## src/rtl/core/catu_pkg.sv

```systemverilog
// ----------------------------------------------------------------------------
// catu_pkg: shared types and constants for the cell to terminal encoder
// Job record passed from the front (classifier) to the back (byte emitter).
// ----------------------------------------------------------------------------
`default_nettype none

package catu_pkg;

  localparam logic [7:0] ChEsc   = 8'h1B;
  localparam logic [7:0] ChLbr   = 8'h5B;
  localparam logic [7:0] ChSemi  = 8'h3B;
  localparam logic [7:0] ChZero  = 8'h30;
  localparam logic [7:0] ChOne   = 8'h31;
  localparam logic [7:0] ChH     = 8'h48;
  localparam logic [7:0] ChM     = 8'h6D;

  // Three decimal digits; ndig gives how many are printed (1..3).
  typedef struct packed {
    logic [3:0] d2;
    logic [3:0] d1;
    logic [3:0] d0;
    logic [1:0] ndig;
  } dec3_t;

  typedef struct packed {
    logic       home;
    logic       sgr;
    logic       bold;
    logic       fg_en;
    dec3_t      fg;
    logic       bg_en;
    dec3_t      bg;
    logic [1:0] ulen;     // utf8 bytes minus one
    logic [31:0] ubytes;  // utf8 bytes, first in [31:24]
    logic       fend;
    logic       rend;
    dec3_t      row;
  } job_t;

  // Emitter phases, one-hot.
  typedef enum logic [9:0] {
    PhHome = 10'b0000000001,
    PhSgrH = 10'b0000000010,
    PhBold = 10'b0000000100,
    PhFg   = 10'b0000001000,
    PhBg   = 10'b0000010000,
    PhSgrM = 10'b0000100000,
    PhUtf  = 10'b0001000000,
    PhEnd  = 10'b0010000000,
    PhRow  = 10'b0100000000,
    PhRowT = 10'b1000000000
  } phase_e;

  // Decimal split of a value below 1000: each digit comes from parallel
  // compares against constants, then one subtract.
  function automatic dec3_t to_dec3(input logic [9:0] v);
    logic [9:0] r;
    logic [3:0] h;
    logic [3:0] t;
    dec3_t      o;
    h = 4'd0;
    for (int i = 1; i < 10; i++) begin
      if (v >= 10'(i * 100)) h = 4'(i);
    end
    r = v - 10'({6'd0, h} * 10'd100);
    t = 4'd0;
    for (int i = 1; i < 10; i++) begin
      if (r >= 10'(i * 10)) t = 4'(i);
    end
    r = r - 10'({6'd0, t} * 10'd10);
    o.d2 = h;
    o.d1 = t;
    o.d0 = r[3:0];
    o.ndig = (h != 4'd0) ? 2'd3 : ((t != 4'd0) ? 2'd2 : 2'd1);
    return o;
  endfunction

endpackage

`default_nettype wire

```

## src/rtl/core/catu_front.sv

```systemverilog
// ----------------------------------------------------------------------------
// catu_front: accepts cells, tracks attribute and row state, builds jobs
// One cell per cycle when the queue has room.
// ----------------------------------------------------------------------------
`default_nettype none

module catu_front #(
  parameter int MaxRows = 256
) (
  input  wire logic            clk_i,
  input  wire logic            rst_ni,
  input  wire logic            cfg_we_i,
  input  wire logic [8:0]      cfg_wdata_i,
  input  wire logic            valid_i,
  output logic                 stall_o,
  input  wire logic [20:0]     code_point_i,
  input  wire logic [8:0]      fg_color_i,
  input  wire logic [8:0]      bg_color_i,
  input  wire logic            bold_on_i,
  input  wire logic            first_of_frame_i,
  input  wire logic            end_of_row_i,
  input  wire logic            end_of_frame_i,
  output logic                 push_o,
  input  wire logic            full_i,
  output catu_pkg::job_t       job_o
);

  localparam logic [7:0] RowMax = 8'(MaxRows - 1);

  logic [8:0] dflt_q, fg_q, bg_q;
  logic       bold_q, known_q;
  logic [7:0] row_q;
  logic       acc;
  logic       known_eff, sgr;
  logic [7:0] row_eff;

  assign stall_o   = full_i;
  assign acc       = valid_i && !full_i;
  assign push_o    = acc;
  assign known_eff = known_q && !first_of_frame_i;
  assign row_eff   = first_of_frame_i ? 8'd0 : row_q;
  assign sgr       = !known_eff || fg_color_i != fg_q || bg_color_i != bg_q ||
                     bold_on_i != bold_q;

  always_comb begin
    job_o.home  = first_of_frame_i;
    job_o.sgr   = sgr;
    job_o.bold  = bold_on_i;
    job_o.fg_en = fg_color_i != dflt_q;
    job_o.fg    = catu_pkg::to_dec3({1'b0, fg_color_i});
    job_o.bg_en = bg_color_i != dflt_q;
    job_o.bg    = catu_pkg::to_dec3({1'b0, bg_color_i});
    job_o.fend  = end_of_frame_i;
    job_o.rend  = end_of_row_i;
    job_o.row   = catu_pkg::to_dec3({2'b00, row_eff} + 10'd2);
    if (code_point_i < 21'h80) begin
      job_o.ulen   = 2'd0;
      job_o.ubytes = {code_point_i[7:0], 24'd0};
    end else if (code_point_i < 21'h800) begin
      job_o.ulen   = 2'd1;
      job_o.ubytes = {8'hC0 | code_point_i[13:6], 2'b10, code_point_i[5:0], 16'd0};
    end else if (code_point_i < 21'h10000) begin
      job_o.ulen   = 2'd2;
      job_o.ubytes = {8'hE0 | code_point_i[19:12], 2'b10, code_point_i[11:6],
                      2'b10, code_point_i[5:0], 8'd0};
    end else begin
      job_o.ulen   = 2'd3;
      job_o.ubytes = {5'b11110, code_point_i[20:18], 2'b10, code_point_i[17:12],
                      2'b10, code_point_i[11:6], 2'b10, code_point_i[5:0]};
    end
  end

  always_ff @(posedge clk_i or negedge rst_ni) begin
    if (!rst_ni) begin
      dflt_q  <= 9'd511;
      fg_q    <= 9'd0;
      bg_q    <= 9'd0;
      bold_q  <= 1'b0;
      known_q <= 1'b0;
      row_q   <= 8'd0;
    end else begin
      if (cfg_we_i) dflt_q <= cfg_wdata_i;
      if (acc) begin
        if (sgr) begin
          fg_q   <= fg_color_i;
          bg_q   <= bg_color_i;
          bold_q <= bold_on_i;
        end
        if (end_of_frame_i) begin
          known_q <= 1'b0;
          row_q   <= 8'd0;
        end else begin
          known_q <= 1'b1;
          if (end_of_row_i && row_eff < RowMax) row_q <= row_eff + 8'd1;
          else                                  row_q <= row_eff;
        end
      end
    end
  end

endmodule

`default_nettype wire

```

## src/rtl/core/catu_queue.sv

```systemverilog
// ----------------------------------------------------------------------------
// catu_queue: two-entry job queue between front and back
// ----------------------------------------------------------------------------
`default_nettype none

module catu_queue (
  input  wire logic           clk_i,
  input  wire logic           rst_ni,
  input  wire logic           push_i,
  input  wire catu_pkg::job_t job_i,
  output logic                full_o,
  input  wire logic           pop_i,
  output logic                nonempty_o,
  output catu_pkg::job_t      job_o
);

  catu_pkg::job_t mem_q [2];
  logic           wp_q, rp_q;
  logic [1:0]     cnt_q;

  assign full_o     = cnt_q == 2'd2;
  assign nonempty_o = cnt_q != 2'd0;
  assign job_o      = mem_q[rp_q];

  always_ff @(posedge clk_i) begin
    if (push_i) mem_q[wp_q] <= job_i;
  end

  always_ff @(posedge clk_i or negedge rst_ni) begin
    if (!rst_ni) begin
      wp_q  <= 1'b0;
      rp_q  <= 1'b0;
      cnt_q <= 2'd0;
    end else begin
      if (push_i) wp_q <= !wp_q;
      if (pop_i)  rp_q <= !rp_q;
      cnt_q <= cnt_q + 2'(push_i) - 2'(pop_i);
    end
  end

endmodule

`default_nettype wire

```

## src/rtl/core/catu_back.sv

```systemverilog
// ----------------------------------------------------------------------------
// catu_back: walks one job and emits its bytes into an output register
// ----------------------------------------------------------------------------
`default_nettype none

module catu_back (
  input  wire logic           clk_i,
  input  wire logic           rst_ni,
  input  wire logic           nonempty_i,
  input  wire catu_pkg::job_t job_i,
  output logic                pop_o,
  output logic                valid_o,
  input  wire logic           stall_i,
  output logic [7:0]          out_byte_o,
  output logic                last_of_run_o
);

  catu_pkg::phase_e ph_q, ph_d;
  logic [2:0] k_q, k_d;
  logic       busy_q, busy_d;
  logic       vld_q;
  logic [7:0] byte_q, b;
  logic       last_q, last;
  logic       emit, done;
  catu_pkg::phase_e start_ph;

  function automatic logic [7:0] dch(input catu_pkg::dec3_t d, input logic [1:0] i);
    logic [3:0] x;
    x = (i == 2'd0) ? d.d0 : ((i == 2'd1) ? d.d1 : d.d2);
    return catu_pkg::ChZero | {4'd0, x};
  endfunction

  // Decimal field ";ddd": k=0 is ';', then digits most significant first.
  function automatic logic [7:0] dfield(input catu_pkg::dec3_t d, input logic [2:0] k);
    if (k == 3'd0) return catu_pkg::ChSemi;
    return dch(d, 2'(d.ndig - k[1:0]));
  endfunction

  function automatic catu_pkg::phase_e after_sgrh(input catu_pkg::job_t j);
    if (j.bold)  return catu_pkg::PhBold;
    if (j.fg_en) return catu_pkg::PhFg;
    if (j.bg_en) return catu_pkg::PhBg;
    return catu_pkg::PhSgrM;
  endfunction

  assign start_ph = job_i.home ? catu_pkg::PhHome :
                    (job_i.sgr ? catu_pkg::PhSgrH : catu_pkg::PhUtf);

  assign emit = (busy_q || nonempty_i) && (!vld_q || !stall_i);

  always_comb begin
    catu_pkg::phase_e ph;
    logic [2:0] k;
    ph     = busy_q ? ph_q : start_ph;
    k      = busy_q ? k_q : 3'd0;
    ph_d   = ph;
    k_d    = k + 3'd1;
    b      = 8'd0;
    done   = 1'b0;
    unique case (ph)
      catu_pkg::PhHome: begin
        unique case (k)
          3'd0:    b = catu_pkg::ChEsc;
          3'd1:    b = catu_pkg::ChLbr;
          3'd2:    b = catu_pkg::ChOne;
          3'd3:    b = catu_pkg::ChSemi;
          3'd4:    b = catu_pkg::ChOne;
          default: b = catu_pkg::ChH;
        endcase
        if (k == 3'd5) begin
          ph_d = job_i.sgr ? catu_pkg::PhSgrH : catu_pkg::PhUtf;
          k_d  = 3'd0;
        end
      end
      catu_pkg::PhSgrH: begin
        b = (k == 3'd0) ? catu_pkg::ChEsc : ((k == 3'd1) ? catu_pkg::ChLbr : catu_pkg::ChZero);
        if (k == 3'd2) begin
          ph_d = after_sgrh(job_i);
          k_d  = 3'd0;
        end
      end
      catu_pkg::PhBold: begin
        b = (k == 3'd0) ? catu_pkg::ChSemi : catu_pkg::ChOne;
        if (k == 3'd1) begin
          ph_d = job_i.fg_en ? catu_pkg::PhFg :
                 (job_i.bg_en ? catu_pkg::PhBg : catu_pkg::PhSgrM);
          k_d  = 3'd0;
        end
      end
      catu_pkg::PhFg: begin
        b = dfield(job_i.fg, k);
        if (k[1:0] == job_i.fg.ndig) begin
          ph_d = job_i.bg_en ? catu_pkg::PhBg : catu_pkg::PhSgrM;
          k_d  = 3'd0;
        end
      end
      catu_pkg::PhBg: begin
        b = dfield(job_i.bg, k);
        if (k[1:0] == job_i.bg.ndig) begin
          ph_d = catu_pkg::PhSgrM;
          k_d  = 3'd0;
        end
      end
      catu_pkg::PhSgrM: begin
        b    = catu_pkg::ChM;
        ph_d = catu_pkg::PhUtf;
        k_d  = 3'd0;
      end
      catu_pkg::PhUtf: begin
        unique case (k[1:0])
          2'd0:    b = job_i.ubytes[31:24];
          2'd1:    b = job_i.ubytes[23:16];
          2'd2:    b = job_i.ubytes[15:8];
          default: b = job_i.ubytes[7:0];
        endcase
        if (k[1:0] == job_i.ulen) begin
          k_d = 3'd0;
          if (job_i.fend)      ph_d = catu_pkg::PhEnd;
          else if (job_i.rend) ph_d = catu_pkg::PhRow;
          else                 done = 1'b1;
        end
      end
      catu_pkg::PhEnd: begin
        unique case (k[1:0])
          2'd0:    b = catu_pkg::ChEsc;
          2'd1:    b = catu_pkg::ChLbr;
          2'd2:    b = catu_pkg::ChZero;
          default: b = catu_pkg::ChM;
        endcase
        if (k == 3'd3) done = 1'b1;
      end
      catu_pkg::PhRow: begin
        if (k == 3'd0)      b = catu_pkg::ChEsc;
        else if (k == 3'd1) b = catu_pkg::ChLbr;
        else                b = dch(job_i.row, 2'(job_i.row.ndig - 2'(k - 3'd1)));
        if (k == 3'(job_i.row.ndig + 2'd1) || (job_i.row.ndig == 2'd3 && k == 3'd4)) begin
          ph_d = catu_pkg::PhRowT;
          k_d  = 3'd0;
        end
      end
      catu_pkg::PhRowT: begin
        b = (k == 3'd0) ? catu_pkg::ChSemi : ((k == 3'd1) ? catu_pkg::ChOne : catu_pkg::ChH);
        if (k == 3'd2) done = 1'b1;
      end
      default: b = 8'd0;
    endcase
    last   = done;
    busy_d = !done;
  end

  assign pop_o         = emit && done;
  assign valid_o       = vld_q;
  assign out_byte_o    = byte_q;
  assign last_of_run_o = last_q;

  always_ff @(posedge clk_i) begin
    if (emit) begin
      byte_q <= b;
      last_q <= last;
    end
  end

  always_ff @(posedge clk_i or negedge rst_ni) begin
    if (!rst_ni) begin
      ph_q   <= catu_pkg::PhUtf;
      k_q    <= 3'd0;
      busy_q <= 1'b0;
      vld_q  <= 1'b0;
    end else begin
      if (emit) begin
        ph_q   <= ph_d;
        k_q    <= k_d;
        busy_q <= busy_d;
        vld_q  <= 1'b1;
      end else if (!stall_i) begin
        vld_q <= 1'b0;
      end
    end
  end

  a_last_pops: assert property (@(posedge clk_i) disable iff (!rst_ni)
    pop_o |-> nonempty_i) else $error("pop from empty queue");
  a_emit_fills: assert property (@(posedge clk_i) disable iff (!rst_ni)
    emit |=> vld_q) else $error("emitted byte not held");
  a_hold: assert property (@(posedge clk_i) disable iff (!rst_ni)
    (vld_q && stall_i) |=> vld_q && $stable(byte_q)) else $error("stalled byte lost");

endmodule

`default_nettype wire

```

## src/rtl/core/cell_to_ansi_utf8_stream.sv

```systemverilog
// ----------------------------------------------------------------------------
// cell_to_ansi_utf8_stream: screen cells to terminal byte stream
// Home, SGR set/reset, UTF-8 character and cursor-move sequences per cell.
// ----------------------------------------------------------------------------
//  channel | direction | handshake                 | payload
//  cell    | in        | cell_valid_i/cell_stall_o | code_point, colors, bold, flags
//  byte    | out       | byte_valid_o/byte_stall_i | out_byte, last_of_run
//  config  | in        | cfg_we_i                  | cfg_wdata_i (default color)
//
//  One output byte per cycle while byte_stall_i is low; a cell produces
//  1 to 32 bytes, set by the byte emitter walking the job.
//  The front classifies one cell per cycle into a two-entry job queue when not full.
//  Reset is asynchronous; no clearing pass.
//  The output register holds under stall; the front accepts until the queue fills.
// ----------------------------------------------------------------------------
`default_nettype none

module cell_to_ansi_utf8_stream #(
  parameter int MaxRows = 256
) (
  input  wire logic        clk_i,
  input  wire logic        rst_ni,
  input  wire logic        cfg_we_i,
  input  wire logic [8:0]  cfg_wdata_i,
  input  wire logic        cell_valid_i,
  output logic             cell_stall_o,
  input  wire logic [20:0] code_point_i,
  input  wire logic [8:0]  fg_color_i,
  input  wire logic [8:0]  bg_color_i,
  input  wire logic        bold_on_i,
  input  wire logic        first_of_frame_i,
  input  wire logic        end_of_row_i,
  input  wire logic        end_of_frame_i,
  output logic             byte_valid_o,
  input  wire logic        byte_stall_i,
  output logic [7:0]       out_byte_o,
  output logic             last_of_run_o
);

  catu_pkg::job_t fjob, bjob;
  logic push, full, pop, nonempty;

  catu_front #(.MaxRows(MaxRows)) u_front (
    .clk_i, .rst_ni, .cfg_we_i, .cfg_wdata_i,
    .valid_i(cell_valid_i), .stall_o(cell_stall_o),
    .code_point_i, .fg_color_i, .bg_color_i, .bold_on_i,
    .first_of_frame_i, .end_of_row_i, .end_of_frame_i,
    .push_o(push), .full_i(full), .job_o(fjob)
  );

  catu_queue u_queue (
    .clk_i, .rst_ni, .push_i(push), .job_i(fjob), .full_o(full),
    .pop_i(pop), .nonempty_o(nonempty), .job_o(bjob)
  );

  catu_back u_back (
    .clk_i, .rst_ni, .nonempty_i(nonempty), .job_i(bjob), .pop_o(pop),
    .valid_o(byte_valid_o), .stall_i(byte_stall_i),
    .out_byte_o, .last_of_run_o
  );

endmodule

`default_nettype wire
```

## config.mk

```make
export PLATFORM = sky130hd
export DESIGN_NAME = cell_to_ansi_utf8_stream
export DESIGN_NICKNAME = d
export VERILOG_FILES = /design/src/rtl/core/catu_pkg.sv /design/src/rtl/core/catu_front.sv /design/src/rtl/core/catu_queue.sv /design/src/rtl/core/catu_back.sv /design/src/rtl/core/cell_to_ansi_utf8_stream.sv
export SDC_FILE = /design/constraint.sdc
export NUM_CORES = 1
export LEC_CHECK = 0
export ABC_AREA = 0
export BUFFER_PORTS_ARGS = -buffer_cell sky130_fd_sc_hd__buf_2
export CAP_MARGIN = 20
export CORE_MARGIN = 5
export CORE_UTILIZATION = 58
export CTS_BUF_LIST = sky130_fd_sc_hd__clkbuf_8
export CTS_CLUSTER_DIAMETER = 100
export DETAILED_ROUTE_END_ITERATION = 10
export GPL_TIMING_DRIVEN = 0
export PLACE_DENSITY_LB_ADDON = 0.2
export SYNTH_ARGS = -nofsm -noshare
export SYNTH_HDL_FRONTEND = slang
export SYNTH_HIERARCHICAL = 1
export SYNTH_SLANG_ARGS = --single-unit
export TNS_END_PERCENT = 30
```

## constraint.sdc

```tcl
create_clock -name clk_i -period 5.7 [get_ports clk_i]
set_input_delay 0.57 -clock clk_i [delete_from_list [all_inputs] [get_ports clk_i]]
set_output_delay 0.57 -clock clk_i [all_outputs]
set_load 0.005 [all_outputs]
```

==> Flow_metrics.wiki, run 1 <==
{| class="wikitable"
! Metric !! Value
|-
| Arithmetic-cell share of the synthesized area counting full adders, half adders and majority gates || 5.27%
|-
| Level count of the clock H-tree || 2
|-
| Maximum number of pins on one net before global-route repair || 49
|-
| Highest-count cells in the layout ignoring fill and taps || edfxtp_1, nand2_1, nor2_1
|-
| Count of maximum capacitance violations || 0
|-
| Initial core utilization || 59.2%
|-
| Number of buffers inserted for hold repair after clock tree synthesis || 0
|-
| Layout area overhead || 13.6%
|-
| Leakage Power || 6.50 nW
|-
| Total of buffers placed on input and output ports || 66
|-
| Share of synthesized cell area in and, or, nand and nor gates || 13.5%
|-
| CP Capture Type || flip-flop
|-
| 1st-pass router iterations || 6
|-
| I/O pin count || between 60 and 70
|-
| Run status || complete, no violations
|-
| Hold Path Class || in -> async
|-
| Register bit count reported by yosys || 231
|-
| Post-Place Cell Area || 0.0155 mm²
|-
| Xor and xnor area share after synthesis || 4.74%
|-
| Setup Total Neg Slack || 0 ns
|-
| Setup Viol. Count Final || 0
|-
| Most frequent standard cell in the layout excluding fill and tap cells || edfxtp_1
|-
| Count of different cell masters after synthesis || ~110
|-
| Max FO, Critical Path || 6
|-
| Global placer's final weighted congestion || 0.911
|-
| Fin Clk Skew || roughly 0.024 ns
|-
| Post-layout nets || 1565
|-
| First-pass GRT wire length || between 50 and 60 mm
|-
| Max Freq || 0.176 GHz
|-
| DRC violations left || 0
|-
| Mux share of post-synthesis cell area || 11.4%
|-
| Synth Area per Inst || ~11 µm²
|-
| Clk slew on worst S/H paths || 0.06 ns
|-
| Register area share after synthesis || a little under half
|-
| Fraction of registers with async set/reset || 24.2%
|-
| Final hold violations || 0
|-
| Insertion delay of the later-clocked pin in the worst-skew pair || 0.52 ns
|-
| Vertical die dimension || 168 µm
|-
| Total Die Area || 0.0282 mm²
|-
| Final core occ || 67.2%
|-
| Overall overflow remaining after global route || 0
|-
| Width of the chip || 168 µm
|-
| Type of element launching the critical path || flip-flop
|-
| Power density over cell area || 408 mW/mm²
|-
| Combinational family with the most area after synthesis || compound AO/OA/AOI/OAI gates
|-
| Cell Rows || 57
|-
| Antenna diode instance count || 0
|-
| Non-Filler Cell Area, Final || roughly 0.016 mm²
|-
| Maximum resistive drop on vdd || 243 µV
|-
| Most common flop cell mapped by yosys || edfxtp_1
|-
| Initial antenna violation count || 0
|-
| Critical path arrival || 5.92 ns
|-
| Tot GR Track Use || a little under a quarter
|-
| Synthesized-area fraction occupied by ao, oa, aoi and oai cells || 14.0%
|-
| Core area || 0.0245 mm²
|-
| Number of pins with negative max-slew slack in the final report || 0
|-
| Vias || ~11000
|-
| Via density per instance || ~6.1
|-
| Final total power || 6.71 mW
|-
| Root buffer cell || clkbuf_8
|-
| Iter 0 DRT Violations || 994
|-
| Number of CTS-inserted buffers || 40
|-
| Clock Path Buffers || 3
|-
| Slew Limit Headroom || a little under a third
|-
| Slew at the pin closest to its max-slew limit || about 1 ns
|-
| Via count of the first global-routing pass || 10800
|-
| Tcrit/Tclk final || 99.6%
|-
| Worst-case setup slack after placement || -0.811 ns
|-
| Average wire length per cell after detail routing || 19.0 µm
|-
| Overall routed net length || 34.3 mm
|-
| Worst setup margin || 0.0244 ns
|-
| Cell count after synthesis || between 1000 and 1500
|-
| Share of final-layout standard cells stronger than drive strength 1 || 24.8%
|-
| Startpoint-to-endpoint class of the critical path || reg -> reg
|-
| Required time reported for the critical path endpoint || between 5 and 6 ns
|-
| Final-layout fill cell count || 1883
|-
| Mapped cell area || between 0.01 and 0.015 mm²
|-
| CTS tree || done
|-
| Depth of the worst register-to-register path || 25
|-
| Number of enable-type register cells in the synthesized netlist || 175
|-
| Remaining antenna violation count || 0
|-
| DP HPWL || 24.4 mm
|-
| Unrepaired setup endpoints after global routing || yes
|-
| Number of sinks driven by the clock tree || 231
|-
| Syn. warnings || 6
|-
| Minimum period implied by the final worst setup slack || 5.68 ns
|}
==> critical path, cell delays in order, from the launching register on <==
cell	delay (ns)
dfrtp_2	0.38
nor2b_4	0.18
ha_4	0.18
and3_4	0.20
mux2_4	0.32
a21oi_4	0.14
nand2b_4	0.15
mux2_4	0.17
inv_4	0.05
ha_4	0.23
ha_4	0.16
xor2_2	0.17
ha_2	0.33
or4b_4	0.53
o21ai_2	0.14
o31ai_1	0.09
a21oi_1	0.17
o211ai_1	0.16
a32oi_2	0.27
nand2_1	0.12
ha_2	0.20
fa_2	0.42
xor2_2	0.17
nand4_1	0.13
a211oi_2	0.07
a211o_1	0.26
==> logic make-up (layout without fill, tap and decap cells) <==
family | Yosys count | in the layout
buf+inv | 152 | 315
xor+xnor | 75 | 75
fa+ha+maj | 58 | 58
simple gates | 379 | 379
flops | 231 | 231
mux | 128 | 128
other cells | 1 | 6
compound gates | 291 | 291
==> synthesized netlist by cell type (8+ instances only) <==
library cell  count  share of area (%)
edfxtp_1        175                 36
nand2_1          96                2.5
nor2_1           88                2.3
inv_1            65                1.7
o21ai_0          65                2.2
mux2_4           61                6.3
a21oi_1          55                1.9
mux2_2           50                3.9
ha_1             49                4.2
dfrtp_1          46                7.9
xor2_1           45                2.7
clkbuf_1         42                1.1
nand3_1          35                1.2
nor3_1           29                1.0
xnor2_1          28                1.7
buf_4            18               0.93
mux2i_1          17                1.2
a31oi_1          16               0.69
and2_1           15               0.65
and3_1           14               0.60
a21o_1           13               0.67
nor2b_1          13               0.56
nor4_1           11               0.48
buf_6            10               0.78
dfstp_2          10                1.8
nand4_1          10               0.43
o22ai_1          10               0.43
a222oi_1          9               0.62
a22o_1            9               0.54
o211ai_1          9               0.47
o21a_1            9               0.47
a211oi_1          8               0.41
a22oi_1           8               0.41
buf_2             8               0.28
nand2b_1          8               0.35
o31ai_1           8               0.41
or2_2             8               0.35
==> power breakdown <==
part	internal, mW	total [mW]	switching (mW)
Clock	0.786	1.43	0.641
Sequential	2.32	2.49	0.162
Combinational	1.13	2.79	1.66
==> final timing paths <==
path | to | slack, ns | startpoint
worst max-delay path | u_queue/mem_q[0][5]$_DFFE_PP_ | 0.02 | u_front/row_q[2]$_DFFE_PN0P_
worst min-delay path | u_front/bg_q[1]$_DFFE_PN0P_ | 0.11 | rst_ni
worst max register to register | u_queue/mem_q[0][5]$_DFFE_PP_ | 0.02 | u_front/row_q[2]$_DFFE_PN0P_
worst min register to register | u_front/bg_q[2]$_DFFE_PN0P_ | 0.50 | u_front/bg_q[2]$_DFFE_PN0P_
max in group asynchronous | u_back/ph_q[6]$_DFFE_PN1P_ | 4.92 | rst_ni
min in group clk_i | u_front/dflt_q[3]$_DFFE_PN1P_ | 0.29 | cfg_wdata_i[3]
==> through the flow <==
stage / hold WS [ns] / cells
finish: 0.106 / 1807
global route: 0.135 / 1807
CTS: 0.104 / 1800
detailed placement: 0.490 / 1716
global placement: 0.468 / 1710
floorplan: 0.274 / 1320
==> final cells by class <==
cell class	instances	area [µm²]	share of cell area [%]
plain buffers	79	445	2.71
clock buffers	43	592	3.60
clock inverters	29	171	1.04
inverters	70	278	1.69
multi-input cells	937	7280	44.2
flip-flops and latches	231	6670	40.6
well taps	324	405	2.46
repair buffers	94	608	3.70
==> sequential cells by signal, summed over array words and instances (netlist names) <==
| name | count |
|---|---|
| u_front/row_q | 8 |
| u_queue/mem_q | 166 |
| u_back/valid_o | 1 |
| u_back/busy_q | 1 |
| u_front/bg_q | 9 |
| u_back/ph_q | 10 |
| u_front/dflt_q | 9 |
| u_back/last_of_run_o | 1 |
| u_queue/cnt_q | 2 |
| u_front/known_q | 1 |
| u_back/k_q | 3 |
| u_queue/wp_q | 1 |
| u_front/bold_q | 1 |
| u_back/out_byte_o | 8 |
| u_queue/rp_q | 1 |
| u_front/fg_q | 9 |
==> what timing repair did <==
item,CTS,global route
resized for setup,13,8
pin swaps,12,9
setup endpoints to repair,4,2
buffers inserted,14,8
==> routing by layer <==
metal,wire length [µm],GRT usage [%]
met1,15000,32.8
met2,16500,38.9
met3,2160,3.85
met4,612,5.96
met5,0,0
Power figures use the tool's default switching activity.
==> run 2, diff against run 1 <==
--- a/config.mk
+++ b/config.mk
@@ -9,8 +9,7 @@
 export BUFFER_PORTS_ARGS = -buffer_cell sky130_fd_sc_hd__buf_2
 export CAP_MARGIN = 20
 export CORE_MARGIN = 5
-export CORE_UTILIZATION = 58
-export CTS_BUF_LIST = sky130_fd_sc_hd__clkbuf_8
+export CORE_UTILIZATION = 57
 export CTS_CLUSTER_DIAMETER = 100
 export DETAILED_ROUTE_END_ITERATION = 10
 export GPL_TIMING_DRIVEN = 0
==> Flow_metrics.wiki, run 2 (synthesis results as in run 1) <==
{| class="wikitable"
! Metric !! Value
|-
| Run status || complete, no violations (unchanged)
|-
| Remaining antenna violation count || 0 (unchanged)
|-
| Post-layout nets || 1551 (was 1565)
|-
| Number of buffers inserted for hold repair after clock tree synthesis || 0 (unchanged)
|-
| Clock Path Buffers || 3 (unchanged)
|-
| Via density per instance || 6.02 (was 6.06)
|-
| I/O pin count || 68 (unchanged)
|-
| Initial antenna violation count || 1 (was 0)
|-
| Clk slew on worst S/H paths || 0.06 ns (about the same)
|-
| Required time reported for the critical path endpoint || 6.07 ns (was 5.94 ns)
|-
| Length of routed wiring on met1 || 15.0 mm (about the same)
|-
| Number of sinks driven by the clock tree || 231 (unchanged)
|-
| DP HPWL || 24.5 mm (was 24.4 mm)
|-
| Power density over cell area || 413 mW/mm² (was 408 mW/mm²)
|-
| First-pass GRT wire length || 54.9 mm (about the same)
|-
| Highest Signal Layer || met4 (unchanged)
|-
| Critical path arrival || 6.05 ns (was 5.92 ns)
|-
| Core area || 0.0251 mm² (was 0.0245 mm²)
|-
| Maximum resistive drop on vdd || 330 µV (was 243 µV)
|-
| Highest-count cells in the layout ignoring fill and taps || edfxtp_1, nand2_1, nor2_1 (unchanged)
|-
| Total of buffers placed on input and output ports || 66 (unchanged)
|-
| Level count of the clock H-tree || 1 (was 2)
|-
| Fin Clk Skew || 0.0157 ns (was 0.0243 ns)
|-
| Largest register FFs || 166 (unchanged)
|-
| Worst-case setup slack after placement || -0.821 ns (was -0.811 ns)
|-
| Most frequent standard cell in the layout excluding fill and tap cells || edfxtp_1 (unchanged)
|-
| Setup slack on the worst flop-to-flop path || 0.02 ns (about the same)
|-
| Hold Path Class || in -> async (unchanged)
|-
| Antenna diode instance count || 0 (unchanged)
|-
| Initial core utilization || 57.7% (was 59.2%)
|-
| Crit path max-delay cell type || or4b_4 (unchanged)
|-
| Average wire length per cell after detail routing || 18.7 µm (was 19.0 µm)
|-
| Tot GR Track Use || 23.4% (was 23.6%)
|-
| Registers with the most flip-flops || u_queue/mem_q x166, u_back/ph_q x10 (unchanged)
|-
| 1st-pass router iterations || 7 (was 6)
|-
| Final-layout fill cell count || 2001 (was 1883)
|-
| Tcrit/Tclk final || 99.7% (was 99.6%)
|-
| Unrepaired setup endpoints after global routing || yes (unchanged)
|-
| Cell Rows || 58 (was 57)
|-
| Final hold violations || 0 (unchanged)
|-
| Buffering stage count on the worst path with inverters included || 1 (unchanged)
|-
| Overall overflow remaining after global route || 0 (unchanged)
|-
| Vertical die dimension || 169 µm (was 168 µm)
|-
| Slew Limit Headroom || 30.3% (was 31.6%)
|-
| Max FO, Critical Path || 7 (was 6)
|-
| Number of CTS-inserted buffers || 25 (was 40)
|-
| Cell seen most often among critical-path stages || ha_4 (unchanged)
|-
| Vias || 10700 (was 11000)
|-
| Via count of the first global-routing pass || 10600 (was 10800)
|-
| Iter 0 DRT Violations || 1066 (was 994)
|-
| Startpoint-to-endpoint class of the critical path || reg -> reg (unchanged)
|-
| Leakage Power || 6.43 nW (was 6.50 nW)
|-
| Insertion delay of the later-clocked pin in the worst-skew pair || 0.51 ns (was 0.52 ns)
|-
| Max Freq || 0.176 GHz (about the same)
|-
| Total Die Area || 0.0287 mm² (was 0.0282 mm²)
|-
| Worst setup margin || 0.0155 ns (was 0.0244 ns)
|-
| Maximum number of pins on one net before global-route repair || 54 (was 49)
|-
| Type of element launching the critical path || flip-flop (unchanged)
|-
| Share of final-layout standard cells stronger than drive strength 1 || 24.4% (was 24.8%)
|-
| Overall routed net length || 33.5 mm (was 34.3 mm)
|-
| Largest delay contributor family on the critical path || adder cells (unchanged)
|-
| Layout area overhead || 13.8% (was 13.6%)
|-
| Global placer's final weighted congestion || 0.946 (was 0.911)
|-
| Width of the chip || 169 µm (was 168 µm)
|-
| Minimum period implied by the final worst setup slack || 5.68 ns (about the same)
|-
| Count of maximum capacitance violations || 0 (unchanged)
|-
| Setup Total Neg Slack || 0 ns (unchanged)
|-
| Non-Filler Cell Area, Final || 0.0165 mm² (was 0.0164 mm²)
|-
| DRC violations left || 0 (unchanged)
|-
| Post-Place Cell Area || 0.0155 mm² (about the same)
|-
| Met3 layer wire length in the routed design || 2.09 mm (was 2.16 mm)
|-
| Slowest Stage Delay on Critical Path || 0.49 ns (was 0.53 ns)
|-
| Met2 routed WL || 15.7 mm (was 16.5 mm)
|-
| Root buffer cell || clkbuf_16 (was clkbuf_8)
|-
| CP Capture Type || flip-flop (unchanged)
|-
| Register with the most flip-flops || u_queue/mem_q (unchanged)
|-
| Setup Viol. Count Final || 0 (unchanged)
|-
| Slew at the pin closest to its max-slew limit || 1.05 ns (was 1.01 ns)
|-
| Number of pins with negative max-slew slack in the final report || 0 (unchanged)
|-
| CTS tree || done (unchanged)
|}
==> run 2: changes by cell type in the layout (fill, tap and decap cells not counted), moves of 3 or more <==
cell	change
clkbuf_8	-42
inv_1	-19
clkinv_2	+7
clkinv_1	-3
clkbuf_16	+25
clkbuf_1	+8
==> run 2: final cells by class <==
| type | count | area, µm² | area share, % |
|---|---|---|---|
| Clock inverter | 12 | 111 | 0.676 |
| Multi-Input combinational cell | 937 | 7280 | 44.1 |
| Timing Repair Buffer | 94 | 618 | 3.75 |
| Buffer | 80 | 449 | 2.73 |
| Inverter | 70 | 278 | 1.69 |
| Sequential cell | 231 | 6670 | 40.5 |
| Clock buffer | 33 | 666 | 4.04 |
| Tap cell | 330 | 413 | 2.51 |
==> run 2: where the power goes <==
part	total (mW)	internal [mW]	switching [mW]
combinational	2.80	1.13	1.67
sequential	2.48	2.32	0.159
clock	1.53	0.910	0.624
==> run 2: final timing paths <==
kind | startpoint | to | depth (start not counted)
max | u_front/row_q[2]$_DFFE_PN0P_ | u_queue/mem_q[1][5]$_DFFE_PP_ | 27
min | rst_ni | u_front/row_q[4]$_DFFE_PN0P_ | 1
max reg2reg | u_front/row_q[2]$_DFFE_PN0P_ | u_queue/mem_q[1][5]$_DFFE_PP_ | 27
min reg2reg | u_front/known_q$_DFFE_PN0P_ | u_front/known_q$_DFFE_PN0P_ | 2
max in group asynchronous | rst_ni | u_front/dflt_q[7]$_DFFE_PN1P_ | 2
min in group clk_i | cfg_wdata_i[2] | u_front/dflt_q[2]$_DFFE_PN1P_ | 2
==> run 2: per-stage QoR <==
stage | hold slack, ns | util [%] | power (mW) | instances
floorplan | 0.274 | - | 4.49 | 1320
global placement | 0.467 | 61.1 | 5.19 | 1716
detailed placement | 0.472 | 61.6 | 5.27 | 1722
CTS | 0.0979 | 65.2 | 6.82 | 1777
global route | 0.135 | 65.6 | 7.23 | 1787
finish | 0.0968 | 65.6 | 6.81 | 1787
==> run 2: metal layers <==
layer  track usage (%)  up-vias
li1                  -     5133
met1              34.0     5210
met2              38.2      358
met3              2.94       48
met4              4.73        0
met5                 0        -
==> run 2: timing repair <==
action | CTS | global route
gates resized for setup | 15 | 4
buffers inserted | 12 | 10
pin swaps | 12 | 10
endpoints found under the setup margin | 4 | 2
==> run 2: worst reg2reg max path, delay by kind of cell, from the launching register on <==
| kind | cells | cell delay [ns] |
|---|---|---|
| compound gates | 9 | 1.41 |
| mux | 2 | 0.49 |
| flops | 1 | 0.37 |
| fa+ha+maj | 6 | 1.43 |
| buf+inv | 1 | 0.05 |
| xor+xnor | 3 | 0.51 |
| simple gates | 6 | 1.31 |
